## src/hdl/csa_pkg.sv

```systemverilog
// Shared constants, command codes and controller/datapath types for the
// contiguous store allocator. No dependencies.
`default_nettype none
package csa_pkg;

  localparam int SLOTS        = 16;
  localparam int STORE_DEPTH  = 256;
  localparam int LOADER_DEPTH = 16;
  localparam int VALUE_BITS   = 32;

  localparam int ADDR_W  = $clog2(STORE_DEPTH);
  localparam int SLOT_W  = 4;
  localparam int CNT_W   = 5;
  localparam int LAYER_W = 8;
  localparam int MODE_W  = 2;
  localparam int KIND_W  = 3;
  localparam int OFF_W   = 4;
  localparam int STAT_W  = 2;
  localparam int LIDX_W  = $clog2(LOADER_DEPTH);

  localparam logic [KIND_W-1:0] KIND_STAGE      = 3'd0;
  localparam logic [KIND_W-1:0] KIND_CLR_LOADER = 3'd1;
  localparam logic [KIND_W-1:0] KIND_ALLOC      = 3'd2;
  localparam logic [KIND_W-1:0] KIND_FREE       = 3'd3;
  localparam logic [KIND_W-1:0] KIND_READ       = 3'd4;
  localparam logic [KIND_W-1:0] KIND_CLR_ALL    = 3'd5;

  localparam logic [STAT_W-1:0] STATUS_OK      = 2'd0;
  localparam logic [STAT_W-1:0] STATUS_FULL    = 2'd1;
  localparam logic [STAT_W-1:0] STATUS_NO_SLOT = 2'd2;
  localparam logic [STAT_W-1:0] STATUS_LOADER  = 2'd3;

  typedef enum logic [3:0] {
    ST_IDLE, ST_DISPATCH, ST_SEARCH, ST_COMPACT, ST_FLUSH,
    ST_GRANT, ST_PLACE, ST_FREE, ST_READ, ST_READ_OUT
  } state_e;

  typedef enum logic [1:0] {RES_NONE, RES_SLOT, RES_ALLOC, RES_READ} res_e;

  typedef struct packed {
    logic              latch;
    logic              stage;
    logic              clr_loader;
    logic              clr_all;
    logic              walk_clr;
    logic              search_step;
    logic              compact_step;
    logic              load_dst;
    logic              grant;
    logic              place_step;
    logic              free_step;
    logic              read_issue;
    logic              res_valid;
    res_e              res_kind;
    logic [STAT_W-1:0] res_status;
  } cmd_t;

  typedef struct packed {
    logic [KIND_W-1:0] kind;
    logic              stage_full;
    logic              bad_count;
    logic              slot_hit;
    logic              search_hit;
    logic              walk_last;
    logic              store_full;
    logic              no_slot;
    logic              place_last;
    logic              free_last;
  } stat_t;

endpackage
`default_nettype wire

```

## src/hdl/csa_ctrl.sv

```systemverilog
// Sequencer for the allocator: decodes the latched command and steps the
// datapath through search, compaction, placement, free and read. Uses csa_pkg.
`default_nettype none
module csa_ctrl (
  input  wire                 clk_i,
  input  wire                 rst_ni,
  input  wire                 start_i,
  output logic                busy_o,
  input  wire csa_pkg::stat_t stat_i,
  output csa_pkg::cmd_t       cmd_o
);
  import csa_pkg::*;

  state_e state_q, state_d;

  always_ff @(posedge clk_i or negedge rst_ni) begin
    if (!rst_ni) begin
      state_q <= ST_IDLE;
    end else begin
      state_q <= state_d;
    end
  end

  always_comb begin
    state_d = state_q;
    unique case (state_q)
      ST_IDLE: begin
        if (start_i) state_d = ST_DISPATCH;
      end
      ST_DISPATCH: begin
        state_d = ST_IDLE;
        unique case (stat_i.kind)
          KIND_ALLOC: if (!stat_i.bad_count) state_d = ST_SEARCH;
          KIND_FREE:  if (stat_i.slot_hit) state_d = ST_FREE;
          KIND_READ:  if (stat_i.slot_hit) state_d = ST_READ;
          default:    state_d = ST_IDLE;
        endcase
      end
      ST_SEARCH: begin
        if (stat_i.search_hit) state_d = ST_GRANT;
        else if (stat_i.walk_last) state_d = ST_COMPACT;
      end
      ST_COMPACT: begin
        if (stat_i.walk_last) state_d = ST_FLUSH;
      end
      ST_FLUSH: state_d = ST_GRANT;
      ST_GRANT: begin
        if (stat_i.store_full || stat_i.no_slot) state_d = ST_IDLE;
        else state_d = ST_PLACE;
      end
      ST_PLACE: if (stat_i.place_last) state_d = ST_IDLE;
      ST_FREE:  if (stat_i.free_last) state_d = ST_IDLE;
      ST_READ:  state_d = ST_READ_OUT;
      ST_READ_OUT: state_d = ST_IDLE;
      default: state_d = ST_IDLE;
    endcase
  end

  always_comb begin
    cmd_o = '0;
    cmd_o.res_kind = RES_NONE;
    cmd_o.res_status = STATUS_OK;
    busy_o = (state_q != ST_IDLE);
    unique case (state_q)
      ST_IDLE: cmd_o.latch = start_i;
      ST_DISPATCH: begin
        unique case (stat_i.kind)
          KIND_STAGE: begin
            cmd_o.res_valid = 1'b1;
            if (stat_i.stage_full) cmd_o.res_status = STATUS_LOADER;
            else cmd_o.stage = 1'b1;
          end
          KIND_CLR_LOADER: begin
            cmd_o.clr_loader = 1'b1;
            cmd_o.res_valid = 1'b1;
          end
          KIND_CLR_ALL: begin
            cmd_o.clr_all = 1'b1;
            cmd_o.res_valid = 1'b1;
          end
          KIND_ALLOC: begin
            cmd_o.walk_clr = 1'b1;
            if (stat_i.bad_count) begin
              cmd_o.res_valid = 1'b1;
              cmd_o.res_status = STATUS_LOADER;
            end
          end
          KIND_FREE, KIND_READ: begin
            cmd_o.walk_clr = 1'b1;
            if (!stat_i.slot_hit) begin
              cmd_o.res_valid = 1'b1;
              cmd_o.res_kind = RES_SLOT;
            end
          end
          default: cmd_o.res_valid = 1'b1;
        endcase
      end
      ST_SEARCH: begin
        cmd_o.search_step = 1'b1;
        cmd_o.walk_clr = stat_i.walk_last && !stat_i.search_hit;
      end
      ST_COMPACT: cmd_o.compact_step = 1'b1;
      ST_FLUSH: cmd_o.load_dst = 1'b1;
      ST_GRANT: begin
        if (stat_i.store_full) begin
          cmd_o.res_valid = 1'b1;
          cmd_o.res_status = STATUS_FULL;
        end else if (stat_i.no_slot) begin
          cmd_o.res_valid = 1'b1;
          cmd_o.res_status = STATUS_NO_SLOT;
        end else begin
          cmd_o.grant = 1'b1;
        end
      end
      ST_PLACE: begin
        cmd_o.place_step = 1'b1;
        if (stat_i.place_last) begin
          cmd_o.res_valid = 1'b1;
          cmd_o.res_kind = RES_ALLOC;
        end
      end
      ST_FREE: begin
        cmd_o.free_step = 1'b1;
        if (stat_i.free_last) begin
          cmd_o.res_valid = 1'b1;
          cmd_o.res_kind = RES_SLOT;
        end
      end
      ST_READ: cmd_o.read_issue = 1'b1;
      ST_READ_OUT: begin
        cmd_o.res_valid = 1'b1;
        cmd_o.res_kind = RES_READ;
      end
      default: cmd_o.res_valid = 1'b0;
    endcase
  end

endmodule
`default_nettype wire

```

## config.mk

```make
export PLATFORM = sky130hd
export DESIGN_NAME = csa_ctrl
export DESIGN_NICKNAME = d
export VERILOG_FILES = /design/src/hdl/csa_pkg.sv /design/src/hdl/csa_ctrl.sv
export SDC_FILE = /design/constraint.sdc
export NUM_CORES = 1
export LEC_CHECK = 0
export BUFFER_PORTS_ARGS = -buffer_cell sky130_fd_sc_hd__buf_2
export CAP_MARGIN = 0
export CORE_UTILIZATION = 35
export CTS_CLUSTER_DIAMETER = 80
export DETAILED_ROUTE_END_ITERATION = 12
export PLACE_DENSITY = 0.69
export SLEW_MARGIN = 25
export SYNTH_ARGS = -nofsm -noshare
export SYNTH_HDL_FRONTEND = slang
export SYNTH_SLANG_ARGS = --single-unit
```

## constraint.sdc

```tcl
create_clock -name clk_i -period 1.9 [get_ports clk_i]
set_clock_uncertainty 0.1 [all_clocks]
set_input_delay 0.19 -clock clk_i [delete_from_list [all_inputs] [get_ports clk_i]]
set_output_delay 0.19 -clock clk_i [all_outputs]
set_load 0.03 [all_outputs]
```

==> flow_metrics.py <==
metrics = {
    "timing": {
        "tns_ns": -0.925,
        "layout_min_cycle_time_ns": 2.08,
        "setup_slack_ns": -0.178,
        "setup_viol": 7,
        "max_freq_mhz": 481,
        "worst_slew_pin_slew_ns": 0.333,
        "slew_headroom_pct": 77.8,
        "fin_crit_sh_pct": 109,
        "hold_viol_final": 0,
        "slew_violations": 0,
        "rsz0062_at_grt": "true",
    },
    "worst_setup_path": {
        "regToRegStartpoint": "state_q[1]$_DFFE_PN0P_",
        "endpoint_kind": "primary output",
        "path_cells": "or4b_4 -> or2_4 -> nor3_4 -> a31o_2 -> buf_6",
        "arrival_ns": 1.79,
        "cp_max_fo": 3,
        "regToRegEndpoint": "state_q[2]$_DFFE_PN0P_",
        "reg2reg_slack_ns": 0.13,
        "cp_num_buf_inv": 1,
        "cp_slowest_stage_delay_ns": 0.54,
        "crit_path_start": "state_q[1]$_DFFE_PN0P_",
        "path_class": "reg2out",
        "critPathTopFamily": "simple AND/OR/NAND/NOR gates",
        "ff2ff_path_depth": 6,
        "cp-start-kind": "flip-flop",
        "crit_path_top_delay_cell": "or4b_4",
        "cp.required_ns": 1.61,
    },
    "clock_network": {
        "cts_tree": "yes",
        "cts.sinks": 4,
        "cts_made_buffers": 3,
        "insertion_delay_ns": 0.23,
        "clkTransAtPathRegs_ns": 0.04,
        "root_buffer": "clkbuf_4",
        "clock_path_buffers": 2,
        "cts_setup_buffers": 0,
        "cts_max_level": 1,
    },
    "synthesis": {
        "synth_xor_area_share_pct": 0,
        "syn_nets": 99,
        "synth_fa_ha_area_share_pct": 0,
        "synth.area.top_cells": "dfrtp_1 (18%), nand2_1 (8.1%), nor2_1 (7.4%)",
        "avgSynthCellArea_um2": 6.64,
        "synth_top_area_share_pct": 17.9,
        "synth-compound-area-share_pct": 25.6,
        "yosysWarnings": 0,
        "yosysUniqueCellTypes": 31,
        "yosysSeqAreaShare_pct": 17.9,
        "synth_top_family_by_area": "simple AND/OR/NAND/NOR gates",
        "synth.mux.area_fraction_pct": 5.38,
        "synth_edf_count": 0,
        "synth-seq-cells": 4,
        "synthFlopType": "dfrtp_1",
        "synth-simple-area-share_pct": 43.9,
        "yosysMostFrequentCell": "nand2_1",
        "synth_top_area_cell": "dfrtp_1",
        "synth_cells": 84,
        "syn-cell-area_um2": 558,
        "synth_common_cells": "nand2_1 (12), nor2_1 (11), clkbuf_1 (5), nor3_1 (5), o21ai_0 (5)",
        "async_reset_ff_share_pct": 100,
    },
    "global_routing": {
        "grt_max_degree": 15,
        "busiest_layer": "met2",
        "grtUsageMet1_pct": 25.1,
        "use_met3_pct": 4.35,
        "global_route.overflow_total": 0,
        "grt_usage_pct": 18.2,
        "grt_util_met2_pct": 28.4,
        "grt_pass1_wl_um": 2560,
        "grt_pass1_vias": 634,
        "antenna_found_initial": 0,
    },
    "cells_and_area": {
        "top_register": "state_q",
        "nNetsFinal": 136,
        "reg_top3": "state_q: 4 flops",
        "antennaDiodeCount": 0,
        "largest_reg_flops": 4,
        "syn_to_final_growth_pct": 63.0,
        "drive_gt1_share_pct": 49.6,
        "stdcell_area_um2": 910,
        "fin_cells": 135,
        "utilization_pct": 61.1,
    },
    "power_and_ir_drop": {
        "leakagePower_nw": 0.434,
        "pwr-share-comb_pct": 80.1,
        "intPower_w": 0.000554,
        "ir_drop_mv": 0.710,
        "p_per_area_nw_per_um2": 1280,
        "p_sw_share_pct": 52.5,
        "clkPwrFrac_pct": 8.8,
        "pwr-share-seq_pct": 11.1,
        "p_sw_w": 0.000611,
        "p_total_w": 0.00116,
    },
    "run": {
        "drv_cap": 0,
    },
    "worst_hold_path": {
        "min_to": "state_q[3]$_DFFE_PN0P_",
        "hold_start": "stat_i[6]",
        "min_path_type": "in2reg",
        "hold_depth": 3,
    },
    "placement": {
        "postPlaceCellArea_um2": 781,
        "globalplace.congestion": 0.766,
        "post-place-cells": 131,
        "dp_hpwl_um": 1250,
        "io_buffers": 32,
    },
    "floorplan": {
        "core_um2": 1490,
        "start_util_pct": 37.5,
        "die-area_um2": 1760,
        "fp-row-count": 14,
        "chipWidth_um": 41.9,
        "chipHeight_um": 41.9,
        "ioPinCount": 33,
    },
    "detailed_routing": {
        "avgRoutedWirePerCell_um": 12.3,
        "drc": 0,
        "drt_pre_antenna_iters": 4,
        "routed_wl_um": 1670,
        "via_per_inst": 5.55,
        "drtIter0Drc": 21,
        "ant_nets": 0,
        "vias": 749,
    },
    "status": {
        "violations": "negative setup slack",
        "outcome": "complete, but fails checks",
    },
}
## worst max-delay path by stage
stage	end	slack, ns	cells after the start
floorplan	cmd_o[15]	-0.23	4
global placement	cmd_o[4]	-0.006	5
CTS	cmd_o[1]	-0.21	5
global route	cmd_o[1]	-0.24	5
detailed placement	cmd_o[4]	-0.03	5
finish	cmd_o[1]	-0.18	5
## metrics by stage
stage                     hold WS (ns)  worst slack, ns
final                            0.163           -0.178
after global routing             0.171           -0.238
after CTS                        0.151           -0.208
after detailed placement        -0.104          -0.0288
after global placement          -0.104         -0.00613
after floorplan                 -0.206           -0.229
## tightest hold or removal path, stage by stage
cell and delay, ns:
buf_2 0.13, nand2_1 0.07, o21bai_1 0.06
## power groups by stage
stage / sequential, W / clock, W / combinational (W)
after CTS: 0.000130 / 0.000106 / 0.000898
after floorplan: 0.000141 / 0 / 0.000585
final: 0.000129 / 0.000103 / 0.000933
after global routing: 0.000132 / 0.000118 / 0.000993
after global placement: 0.000129 / 0 / 0.000797
after detailed placement: 0.000129 / 0 / 0.000807
## layout by cell type, fill, tap and decap left out, types with 2 or more instances in the layout
master    count
nor3_1        5
nor4_2        2
dfrtp_1       4
a32o_1        2
mux2i_1       3
buf_4        10
nand2b_2      2
nand2_1      12
buf_2        23
inv_1         3
nor2_2        2
nor3b_1       2
buf_6         5
o21ai_0       3
nor2b_1       2
clkbuf_4      3
o211ai_1      2
nand3b_1      2
a21oi_1       2
nor2_1        9
## layer usage
metal  vias to the layer above  part of all wire (%)
met5                         -                     0
met4                         0                     0
met3                         0                   7.3
met2                        42                    46
met1                       333                    47
li1                        374                     -
## timing repair
item / in CTS / in global routing
endpoints found under the hold margin: 4 / 0
gates resized for setup: 19 / 8
hold buffers: 1 / 0
setup endpoints to repair: 8 / 10
pin swaps: 3 / 2
## layout make-up
cell class / count / area [um^2]
fill: 135 / 579
multi-input combinational: 70 / 499
timing repair buffer: 39 / 256
sequential: 4 / 100
clock buffer: 3 / 22.5
tap: 16 / 20.0
inverter: 3 / 11.3
## cells by family (layout without fill, tap and decap cells)
family / after synthesis / count (layout)
simple gates: 47 / 47
compound gates: 20 / 20
buf+inv: 10 / 45
flops: 4 / 4
mux: 3 / 3
Note: power is estimated with default switching activity, not from simulation.
